### src/hw/rtl/stsi_pkg.sv
// Shared constants, status codes and interface types for the sorted key table.
package stsi_pkg;

	localparam int TABLE_DEPTH = 64;
	localparam int AW          = $clog2(TABLE_DEPTH);
	localparam int CW          = $clog2(TABLE_DEPTH + 1);
	localparam int KEY_W       = 32;
	localparam int ST_W        = 3;
	localparam int POS_W       = 6;
	localparam int ENT_W       = 7;

	localparam logic [ST_W-1:0] ST_APPENDED = 3'd0;
	localparam logic [ST_W-1:0] ST_SWAPPED  = 3'd1;
	localparam logic [ST_W-1:0] ST_AT_LAST  = 3'd2;
	localparam logic [ST_W-1:0] ST_INSERTED = 3'd3;
	localparam logic [ST_W-1:0] ST_FULL     = 3'd4;

	localparam logic KIND_APPEND = 1'b0;
	localparam logic KIND_SEARCH = 1'b1;

	typedef struct packed {
		logic                    we;
		logic [AW-1:0]           waddr;
		logic signed [KEY_W-1:0] wdata;
		logic                    re;
		logic [AW-1:0]           raddr;
	} mem_req_t;

	typedef struct packed {
		logic eq;
		logic lt;
	} cmp_res_t;

	typedef struct packed {
		logic            done;
		logic [ST_W-1:0] status;
		logic [AW-1:0]   pos;
		logic [CW-1:0]   fill;
	} res_t;

endpackage

### src/hw/rtl/stsi_ram.sv
// Key table storage: one write port, one read port with registered data.
module stsi_ram (
	input  logic                             clk,
	input  stsi_pkg::mem_req_t               req,
	output logic signed [stsi_pkg::KEY_W-1:0] rdata
);

	logic signed [stsi_pkg::KEY_W-1:0] mem_q [stsi_pkg::TABLE_DEPTH];

	always_ff @(posedge clk) begin
		if (req.we) begin
			mem_q[req.waddr] <= req.wdata;
		end
		if (req.re) begin
			rdata <= mem_q[req.raddr];
		end
	end

endmodule

### src/hw/rtl/stsi_cmp.sv
// Shared signed key comparator used by every search probe.
module stsi_cmp (
	input  logic signed [stsi_pkg::KEY_W-1:0] a,
	input  logic signed [stsi_pkg::KEY_W-1:0] b,
	output stsi_pkg::cmp_res_t                res
);

	assign res.eq = (a == b);
	assign res.lt = (a < b);

endmodule

### src/hw/rtl/stsi_ctrl.sv
// Sequencer: append, binary search probes, swap and insert shift over the key table.
module stsi_ctrl (
	input  logic                               clk,
	input  logic                               arst_n,
	input  logic                               start,
	input  logic                               kind,
	input  logic signed [stsi_pkg::KEY_W-1:0]  key,
	input  logic                               take,
	input  logic signed [stsi_pkg::KEY_W-1:0]  rdata,
	output logic                               idle,
	output stsi_pkg::mem_req_t                 mem,
	output stsi_pkg::res_t                     res
);

	localparam logic [2:0] S_IDLE  = 3'd0;
	localparam logic [2:0] S_SRCH  = 3'd1;
	localparam logic [2:0] S_CMP   = 3'd2;
	localparam logic [2:0] S_SW1   = 3'd3;
	localparam logic [2:0] S_SW2   = 3'd4;
	localparam logic [2:0] S_SHIFT = 3'd5;
	localparam logic [2:0] S_DONE  = 3'd6;

	localparam int AW = stsi_pkg::AW;
	localparam int CW = stsi_pkg::CW;

	logic [2:0]                         state_q;
	logic signed [stsi_pkg::KEY_W-1:0]  key_q;
	logic [CW-1:0]                      low_q;
	logic [CW-1:0]                      hp1_q;
	logic [AW-1:0]                      mid_q;
	logic [CW-1:0]                      p_q;
	logic [AW-1:0]                      dst_q;
	logic                               pend_q;
	logic [CW-1:0]                      fill_q;
	logic [stsi_pkg::ST_W-1:0]          st_q;
	logic [AW-1:0]                      pos_q;

	logic [CW:0]         mid_sum;
	logic [AW-1:0]       mid_w;
	logic                full;
	logic                is_last;
	logic                shift_more;
	stsi_pkg::cmp_res_t  cmp;

	stsi_cmp u_cmp (
		.a   (rdata),
		.b   (key_q),
		.res (cmp)
	);

	assign mid_sum    = {1'b0, low_q} + {1'b0, hp1_q} - (CW+1)'(1);
	assign mid_w      = AW'(mid_sum >> 1);
	assign full       = (fill_q == CW'(stsi_pkg::TABLE_DEPTH));
	assign is_last    = ((CW'(mid_q) + CW'(1)) == fill_q);
	assign shift_more = (p_q > low_q);

	assign idle       = (state_q == S_IDLE);
	assign res.done   = (state_q == S_DONE);
	assign res.status = st_q;
	assign res.pos    = pos_q;
	assign res.fill   = fill_q;

	always_comb begin
		mem = '0;
		case (state_q)
			S_IDLE: begin
				if (start && kind == stsi_pkg::KIND_APPEND && !full) begin
					mem.we    = 1'b1;
					mem.waddr = AW'(fill_q);
					mem.wdata = key;
				end
			end
			S_SRCH: begin
				if (low_q < hp1_q) begin
					mem.re    = 1'b1;
					mem.raddr = mid_w;
				end
			end
			S_CMP: begin
				if (cmp.eq && !is_last) begin
					mem.re    = 1'b1;
					mem.raddr = mid_q + AW'(1);
				end
			end
			S_SW1: begin
				mem.we    = 1'b1;
				mem.waddr = mid_q;
				mem.wdata = rdata;
			end
			S_SW2: begin
				mem.we    = 1'b1;
				mem.waddr = mid_q + AW'(1);
				mem.wdata = key_q;
			end
			S_SHIFT: begin
				if (shift_more) begin
					mem.re    = 1'b1;
					mem.raddr = AW'(p_q - CW'(1));
				end
				if (pend_q) begin
					mem.we    = 1'b1;
					mem.waddr = dst_q;
					mem.wdata = rdata;
				end else if (!shift_more) begin
					mem.we    = 1'b1;
					mem.waddr = AW'(low_q);
					mem.wdata = key_q;
				end
			end
			default: begin
				mem = '0;
			end
		endcase
	end

	always_ff @(posedge clk or negedge arst_n) begin
		if (!arst_n) begin
			state_q <= S_IDLE;
			fill_q  <= '0;
			pend_q  <= 1'b0;
			key_q   <= '0;
			low_q   <= '0;
			hp1_q   <= '0;
			mid_q   <= '0;
			p_q     <= '0;
			dst_q   <= '0;
			st_q    <= '0;
			pos_q   <= '0;
		end else begin
			case (state_q)
				S_IDLE: begin
					if (start) begin
						key_q <= key;
						low_q <= '0;
						hp1_q <= fill_q;
						if (kind == stsi_pkg::KIND_APPEND) begin
							state_q <= S_DONE;
							if (full) begin
								st_q  <= stsi_pkg::ST_FULL;
								pos_q <= '0;
							end else begin
								st_q   <= stsi_pkg::ST_APPENDED;
								pos_q  <= AW'(fill_q);
								fill_q <= fill_q + CW'(1);
							end
						end else begin
							state_q <= S_SRCH;
						end
					end
				end
				S_SRCH: begin
					if (low_q < hp1_q) begin
						mid_q   <= mid_w;
						state_q <= S_CMP;
					end else if (full) begin
						st_q    <= stsi_pkg::ST_FULL;
						pos_q   <= '0;
						state_q <= S_DONE;
					end else begin
						p_q     <= fill_q;
						pend_q  <= 1'b0;
						state_q <= S_SHIFT;
					end
				end
				S_CMP: begin
					pos_q <= mid_q;
					if (cmp.eq) begin
						if (is_last) begin
							st_q    <= stsi_pkg::ST_AT_LAST;
							state_q <= S_DONE;
						end else begin
							st_q    <= stsi_pkg::ST_SWAPPED;
							state_q <= S_SW1;
						end
					end else begin
						if (cmp.lt) begin
							low_q <= CW'(mid_q) + CW'(1);
						end else begin
							hp1_q <= CW'(mid_q);
						end
						state_q <= S_SRCH;
					end
				end
				S_SW1: begin
					state_q <= S_SW2;
				end
				S_SW2: begin
					state_q <= S_DONE;
				end
				S_SHIFT: begin
					if (shift_more) begin
						dst_q  <= AW'(p_q);
						p_q    <= p_q - CW'(1);
						pend_q <= 1'b1;
					end else begin
						pend_q <= 1'b0;
						if (!pend_q) begin
							st_q    <= stsi_pkg::ST_INSERTED;
							pos_q   <= AW'(low_q);
							fill_q  <= fill_q + CW'(1);
							state_q <= S_DONE;
						end
					end
				end
				S_DONE: begin
					if (take) begin
						state_q <= S_IDLE;
					end
				end
				default: begin
					state_q <= S_IDLE;
				end
			endcase
		end
	end

endmodule

### src/hw/rtl/sorted_table_search_swap_insert.sv
// Sorted key table with binary search, swap on hit and ordered insert (top level).
//
// Holds up to 64 signed 32-bit keys in one single-port-read, single-port-write
// memory plus a fill count cleared by reset. An append writes the key after
// the last entry. A search runs binary-search probes (memory read, then
// compare in the shared comparator), at most 7 probes; a hit swaps the key
// with the next entry unless it is the last, a miss shifts the larger entries
// up one per cycle through the memory ports and inserts the key, or reports
// full if the table is full. One item is processed at a time; the result sits
// in an output register, so a new item is taken once the sequencer is idle even
// if the previous result has not yet been transferred.
module sorted_table_search_swap_insert (
	input  logic                                clk,
	input  logic                                arst_n,
	input  logic                                in_valid,
	output logic                                in_ready,
	input  logic                                kind,
	input  logic signed [stsi_pkg::KEY_W-1:0]   key,
	output logic                                out_valid,
	input  logic                                out_ready,
	output logic [stsi_pkg::ST_W-1:0]           status,
	output logic [stsi_pkg::POS_W-1:0]          position,
	output logic [stsi_pkg::ENT_W-1:0]          entries
);

	logic                               idle;
	logic                               take;
	logic signed [stsi_pkg::KEY_W-1:0]  rdata;
	stsi_pkg::mem_req_t                 mem;
	stsi_pkg::res_t                     res;

	assign in_ready = idle;
	assign take     = res.done && (!out_valid || out_ready);

	stsi_ctrl u_ctrl (
		.clk    (clk),
		.arst_n (arst_n),
		.start  (in_valid && idle),
		.kind   (kind),
		.key    (key),
		.take   (take),
		.rdata  (rdata),
		.idle   (idle),
		.mem    (mem),
		.res    (res)
	);

	stsi_ram u_ram (
		.clk   (clk),
		.req   (mem),
		.rdata (rdata)
	);

	always_ff @(posedge clk or negedge arst_n) begin
		if (!arst_n) begin
			out_valid <= 1'b0;
		end else if (take) begin
			out_valid <= 1'b1;
		end else if (out_ready) begin
			out_valid <= 1'b0;
		end
	end

	always_ff @(posedge clk) begin
		if (take) begin
			status   <= res.status;
			position <= stsi_pkg::POS_W'(res.pos);
			entries  <= stsi_pkg::ENT_W'(res.fill);
		end
	end

endmodule

### config.mk
export PLATFORM = sky130hd
export DESIGN_NAME = sorted_table_search_swap_insert
export DESIGN_NICKNAME = d
export VERILOG_FILES = /design/src/hw/rtl/stsi_pkg.sv /design/src/hw/rtl/stsi_ram.sv /design/src/hw/rtl/stsi_cmp.sv /design/src/hw/rtl/stsi_ctrl.sv /design/src/hw/rtl/sorted_table_search_swap_insert.sv
export SDC_FILE = /design/constraint.sdc
export NUM_CORES = 2
export LEC_CHECK = 0
export BUFFER_PORTS_ARGS = -buffer_cell sky130_fd_sc_hd__buf_2
export CORE_MARGIN = 2
export CORE_UTILIZATION = 40
export CTS_BUF_LIST = sky130_fd_sc_hd__clkbuf_16
export DETAILED_ROUTE_END_ITERATION = 7
export PLACE_DENSITY_LB_ADDON = 0.25
export SLEW_MARGIN = 40
export SYNTH_ARGS = -nofsm -noshare
export SYNTH_HDL_FRONTEND = slang
export SYNTH_SLANG_ARGS = --single-unit
### constraint.sdc
create_clock -name clk -period 6.4 [get_ports clk]
set_input_delay 1.28 -clock clk [delete_from_list [all_inputs] [get_ports clk]]
set_output_delay 1.28 -clock clk [all_outputs]
set_load 0.02 [all_outputs]
## After elaboration in Yosys (flattened, before gate mapping)

Memory sizes are Yosys's and may differ from the RTL's. A register that Yosys moved wholly into a read port is not among the register bits.
Cells that the tools add are included.

- Flip-flop bits (word level): 102
- Input bits: 37
- Logic and storage cells: 137
- Memories: 1
- Output and inout port bits: 18
- RAM bits: 2048

Memory list:

| name | depth | width | read ports | clocked after Yosys merged registers in | wr ports | line | RTL |
|---|---|---|---|---|---|---|---|
| u_ram.mem_q | 64 | 32 | 1 | 1 | 1 | stsi_ram.sv:8 | `logic signed [stsi_pkg::KEY_W-1:0] mem_q [stsi_pkg::TABLE_DEPTH];` |

- $lt $le $gt $ge: 3
- $add $sub $neg: 6
- Multiplexer cells: 62
- Equal/unequal tests: 23
- Bitwise logic cells: 1
- Reductions and logical operators: 26

Operators by type and width:

| kind | number |
|---|---|
| $pmux 39 s4 | 1 |
| $mux 7 | 17 |
| $mux 39 | 3 |
| $pmux 7 s2 | 4 |
| $mux 3 | 16 |
| $mux 6 | 7 |
| $eq 32x32->1 | 1 |
| $lt 32x32->1 | 1 |
| $pmux 6 s4 | 1 |
| $pmux 3 s7 | 1 |
| $pmux 7 s3 | 1 |
| $ne 2x2->1 const B | 9 |
| $reduce_and 4->1 | 4 |
| $sub 7x1->7 const B | 2 |
| $pmux 3 s4 | 1 |
| $ne 2x1->1 const B | 5 |
| $eq 3x3->1 const B | 3 |
| $reduce_and 8->1 | 1 |
| $reduce_bool 2->1 | 4 |
| $add 6x1->7 const B | 1 |
| $add 7x1->7 const B | 1 |
| $add 7x7->7 | 1 |
| $eq 7x7->1 | 1 |
| $eq 7x7->1 const B | 1 |
| 18 further kinds | 34 |

## Depth between registers and ports, before layout

- Word-level depth: 8
- Mapped depth: 19
- Gate-level depth less buffers: 16

## Cells and area by module

Synthesis repeated with hierarchy kept, for this count alone.

- Cells, all modules: 4100
- Area, all modules: 85842.3 um2

By module, submodules not included:

| module | cells an instance | seq. area each (um2) | times used | area an instance (um2) |
|---|---|---|---|---|
| stsi_ram | 3324 | 62459.9 | 1 | 78833.1 |
| stsi_ctrl | 642 | 2127.0 | 1 | 5657.9 |
| stsi_cmp | 113 | 0.0 | 1 | 820.8 |
| sorted_table_search_swap_insert | 21 | 505.5 | 1 | 530.5 |

## Worst setup path after synthesis

OpenSTA, ideal clock, no wires.

- Kind: register to register
- Start: reg u_ctrl.p_q[4]
- End: mem u_ram.mem_q[58][0] (netlist name), enable pin
- Data required time: 5.979 ns
- Setup slack: 1.969 ns
- Stages on the path, launching flop included: 10
- Arrival: 4.009 ns
- Library setup time: 0.421 ns
- Path buffers: 1
- Period minus slack after synthesis: 4.431 ns
- Path through: dfrtp_1 -> ha_1 -> and4_1 -> a21boi_0 -> o21a_1 -> nor3_1 -> a221oi_1 -> or3_1 -> clkbuf_1 -> nor2_1

- Cells in the longest elaborated chain, start to end: 6

Ends and longest elaborated chain:

| what | line | RTL |
|---|---|---|
| from (decl) | stsi_ctrl.sv:31 | `logic [CW-1:0] p_q;` |
| from (signal assigned) | stsi_ctrl.sv:160 | `p_q <= fill_q;` |
| from (signal assigned) | stsi_ctrl.sv:193 | `p_q <= p_q - CW'(1);` |
| $gt 7x7->1 (*) | stsi_ctrl.sv:55 | `assign shift_more = (p_q > low_q);` |
| $mux 39 (*) | stsi_ctrl.sv:104 | `end else if (!shift_more) begin` |
| $mux 39 (*) | stsi_ctrl.sv:100 | `if (pend_q) begin` |
| $pmux 39 s4 (*) | stsi_ctrl.sv:65 | `case (state_q)` |
| $mux 1 | stsi_ram.sv:11 | `if (req.we) begin` |
| $mux 1 (not written as such) | stsi_ram.sv:12 | `mem_q[req.waddr] <= req.wdata;` |
| to (decl) | stsi_ram.sv:8 |  |

Mark *: on every way between the ends. The rest lies on a longest branch, timed or not.

## Worst setup path after layout

- Start: reg u_ram.rdata[1] (netlist name) (read register of u_ram.mem_q)
- End: reg u_ram.rdata[25] (netlist name) (read register of u_ram.mem_q) (data pin)

- Cells in the longest elaborated chain, start to end: 4

Ends and longest elaborated chain:

| what | line | RTL |
|---|---|---|
| from (decl) | stsi_ram.sv:5 | `output logic signed [stsi_pkg::KEY_W-1:0] rdata` |
| $eq 32x32->1 | stsi_cmp.sv:8 | `assign res.eq = (a == b);` |
| $logic_and 1x1->1 | stsi_ctrl.sv:80 | `if (cmp.eq && !is_last) begin` |
| $mux 7 | stsi_ctrl.sv:80 |  |
| $pmux 7 s3 | stsi_ctrl.sv:65 |  |

No other way between the ends.
A chain may end at the register's enable or synchronous reset.

==> reports/metrics.csv <==
stage;metric;value;unit
status;status;finished, final reports clean;
layout;final_cell_mix;2096 x edfxtp_1, 1644 x nand2_1, 721 x nand3_1;
setup_path;crit_type;flop to flop;
yosys;ys_seq_area_frac;0.744;
die;die_area;0.222;mm²
timing;tightest_slew;923;ps
die;die_w;472;µm
yosys;synth_top_cell_area_share;0.720;
detailed_routing;vias;56638;
die;dieHeight;472;µm
setup_path;worstPathArrival;6800;ps
die;io_pins;55;
yosys;yosys_warnings;0;
clock_tree;cts.clk_slew.worst_paths;60;ps
timing;finalSetupViolCount;0;
grt;grt_overflow;0;
yosys;ys_seq_elements;2182;
detailed_routing;drc_errors;0;
clock_tree;cts_hold_buf;0;
yosys;syn-num-nets;6551;
grt;antenna_found_initial;30;
layout;area_growth_syn_to_layout;14.5;%
detailed_routing;wl_per_cell;28.4;µm
power;design_power_total;49.7;mW
clock_tree;cts-buffers-inserted;222;
yosys;async_reset_ff_frac;0.0394;
setup_path;end_kind;flop;
die;row_count;171;
timing;fmax;161;MHz
timing;slew_viol_final;0;
layout;fillers;18906;
timing;period_needed;6200;ps
yosys;synth_edf_count;2096;
die;core_area;0.217;mm²
grt;grt_max_degree;128;
place;hpwl;161000;µm
timing;min_period_over_period;0.969;
power;powerDensity;496;mW/mm²
timing;clock_skew;42.8;ps
timing;setup_tns;0;ps
yosys;synthFlopType;edfxtp_1;
yosys;syn_inst;6454;
timing;hold_viol_final;0;
setup_path;r2r-start;u_ram.rdata[1];
power;leakage;35.5;nW
clock_tree;post_cts_buffers;0;
clock_tree;cts_buffer_depth;3;
layout;final_common_cell;edfxtp_1;
layout;nets;6703;
flow_run;max_cap_violations;0;
detailed_routing;routed_wl;275000;µm
setup_path;start_kind;flop;
grt;grt_usage;0.242;
yosys;synth.avg_cell_area;13.6;µm²
setup_path;crit_fanout;65;
power;ir_worst_vdd;331;µV
detailed_routing;antenna_left;0;
detailed_routing;viasPerCell;5.84;
clock_tree;tritoncts;yes;
grt;grt_pass1_wl;390000;µm
detailed_routing;drt_iter0_markers;7791;
yosys;yosysTopAreaCell;edfxtp_1;
clock_tree;clock-sinks;2182;
setup_path;crit_start;u_ram.rdata[1];
timing;max_slew_margin;0.385;
die;start_util;0.403;
detailed_routing;firstDrtPassIters;8;
place;gp_congestion;0.930;
timing;grt_setup_unrepaired;false;
clock_tree;clock-root-buffer;clkbuf_16;
yosys;synth.distinct_cells;83;
layout;drive_above_1_share;0.114;
clock_tree;clk_latency;890;ps
yosys;synth.area.top_cells;edfxtp_1 72%, nand2_1 7.1%, nand3_1 4.1%;
grt;grt_pass1_vias;53235;
setup_path;cp.required;7000;ps
place;io_buffers;54;
clock_tree;htree_levels;4;
min_path;min_path_type;primary input to async pin;
yosys;syn-cell-area;0.0875;mm²
layout make-up:
class | count | area (µm²) | share of cell area
Sequential cell | 2182 | 65100 | 0.650
Multi-Input combinational cell | 3779 | 20900 | 0.209
Clock buffer | 225 | 5630 | 0.0562
Tap cell | 2854 | 3570 | 0.0356
Timing Repair Buffer | 324 | 2910 | 0.0290
Clock inverter | 194 | 1560 | 0.0156
Inverter | 97 | 413 | 0.00412
Antenna cell | 37 | 92.6 | 0.000924
synth_stat cells (all sizes together), types with 5 or more instances:
| cell | n |
|---|---|
| ha | 59 |
| nand2b | 15 |
| and3 | 29 |
| mux2i | 232 |
| a32oi | 98 |
| a222oi | 34 |
| o2111ai | 5 |
| o21ai | 93 |
| nand3 | 724 |
| edfxtp | 2096 |
| dfrtp | 86 |
| a21oi | 114 |
| a211oi | 11 |
| a21o | 11 |
| inv | 96 |
| nor3 | 19 |
| clkbuf | 171 |
| and2 | 11 |
| a22oi | 12 |
| nor2 | 127 |
| or4 | 12 |
| nand4 | 183 |
| a22o | 16 |
| o22ai | 60 |
| nor2b | 8 |
| o31a | 10 |
| mux2 | 6 |
| a221o | 14 |
| a32o | 22 |
| a211o | 5 |
| a221oi | 20 |
| o211ai | 7 |
| a31oi | 55 |
| nor4 | 19 |
| xnor2 | 17 |
| xor2 | 8 |
| nand2 | 1647 |
| or3 | 25 |
| buf | 226 |
| o21a | 6 |
registers in the layout (all words and copies together) (netlist names):
name	flops
position	6
u_ctrl.state_q	3
u_ctrl.pend_q	1
u_ctrl.low_q	7
out_valid	1
u_ram.rdata	32
entries	7
u_ctrl.mid_q	6
u_ctrl.p_q	7
u_ctrl.pos_q	6
u_ram.mem_q	2048
u_ctrl.hp1_q	7
u_ctrl.fill_q	7
u_ctrl.key_q	32
u_ctrl.st_q	3
status	3
u_ctrl.dst_q	6
what timing repair did:
item | 4_1_cts | 5_1_grt
setup endpoints to repair | 0 | 1
hold endpoints to repair | 0 | 0
gates resized for setup | 0 | 1
metrics by stage:
step                cell area (µm²)   util  setup WS (ps)  hold slack [ps]  instances
floorplan                     87500      -           1970              419       6454
global placement              92700  0.427            365              436       9227
detailed placement            92800  0.428            377              441       9232
CTS                          100000  0.461            368              254       9651
global route                 100000  0.461           64.7              317       9682
finish                       100000  0.461            201              316       9692
kinds of logic (layout without fill, tap and decap cells):
logic type | Yosys count | in the layout | share of synthesized area
AO/OA/AOI/OAI | 618 | 618 | 0.0505
XOR/XNOR | 27 | 27 | 0.00312
adder cells (fa/ha/maj) | 60 | 60 | 0.00867
buffers and inverters | 494 | 840 | 0.0241
flip-flops | 2182 | 2182 | 0.744
multiplexers | 238 | 238 | 0.0273
other | 0 | 37 | 0
AND/OR/NAND/NOR | 2835 | 2836 | 0.142
worst paths after layout:
path | to | slack (ps) | depth (start not counted)
hold reg to reg | status[0] | 450 | 0
setup / recovery | u_ram.rdata[25] | 200 | 12
setup reg to reg | u_ram.rdata[25] | 200 | 12
min in group clk | status[0] | 450 | 0
max in group asynchronous | u_ctrl.key_q[16] | 5080 | 2
hold / removal | u_ctrl.fill_q[2] | 320 | 1
worst max-delay path, stage by stage (launching register included):
cell,delay (ps)
edfxtp_1,550
ha_1,380
nand4_1,100
nor4_1,730
nor3b_4,610
nand3_1,220
o211ai_4,570
and2_4,580
buf_12,420
a32oi_1,130
nand4_1,140
nand4_1,650
or4_1,710
per-layer routing:
metal / up-vias / part of all wire / track usage
met5: - / 0.00020 / 0
met4: 10 / 0.044 / 0.107
met3: 489 / 0.095 / 0.0452
met2: 2833 / 0.45 / 0.367
met1: 28839 / 0.41 / 0.340
li1: 24467 / - / -
power by group:
part	switching (mW)	leakage [nW]	internal, mW	total, mW
Sequential	0.581	20.4	19.3	19.8
Clock	5.57	3.67	7.19	12.8
Combinational	12.7	11.5	4.40	17.1
Note: power is estimated with default switching activity, not from simulation.
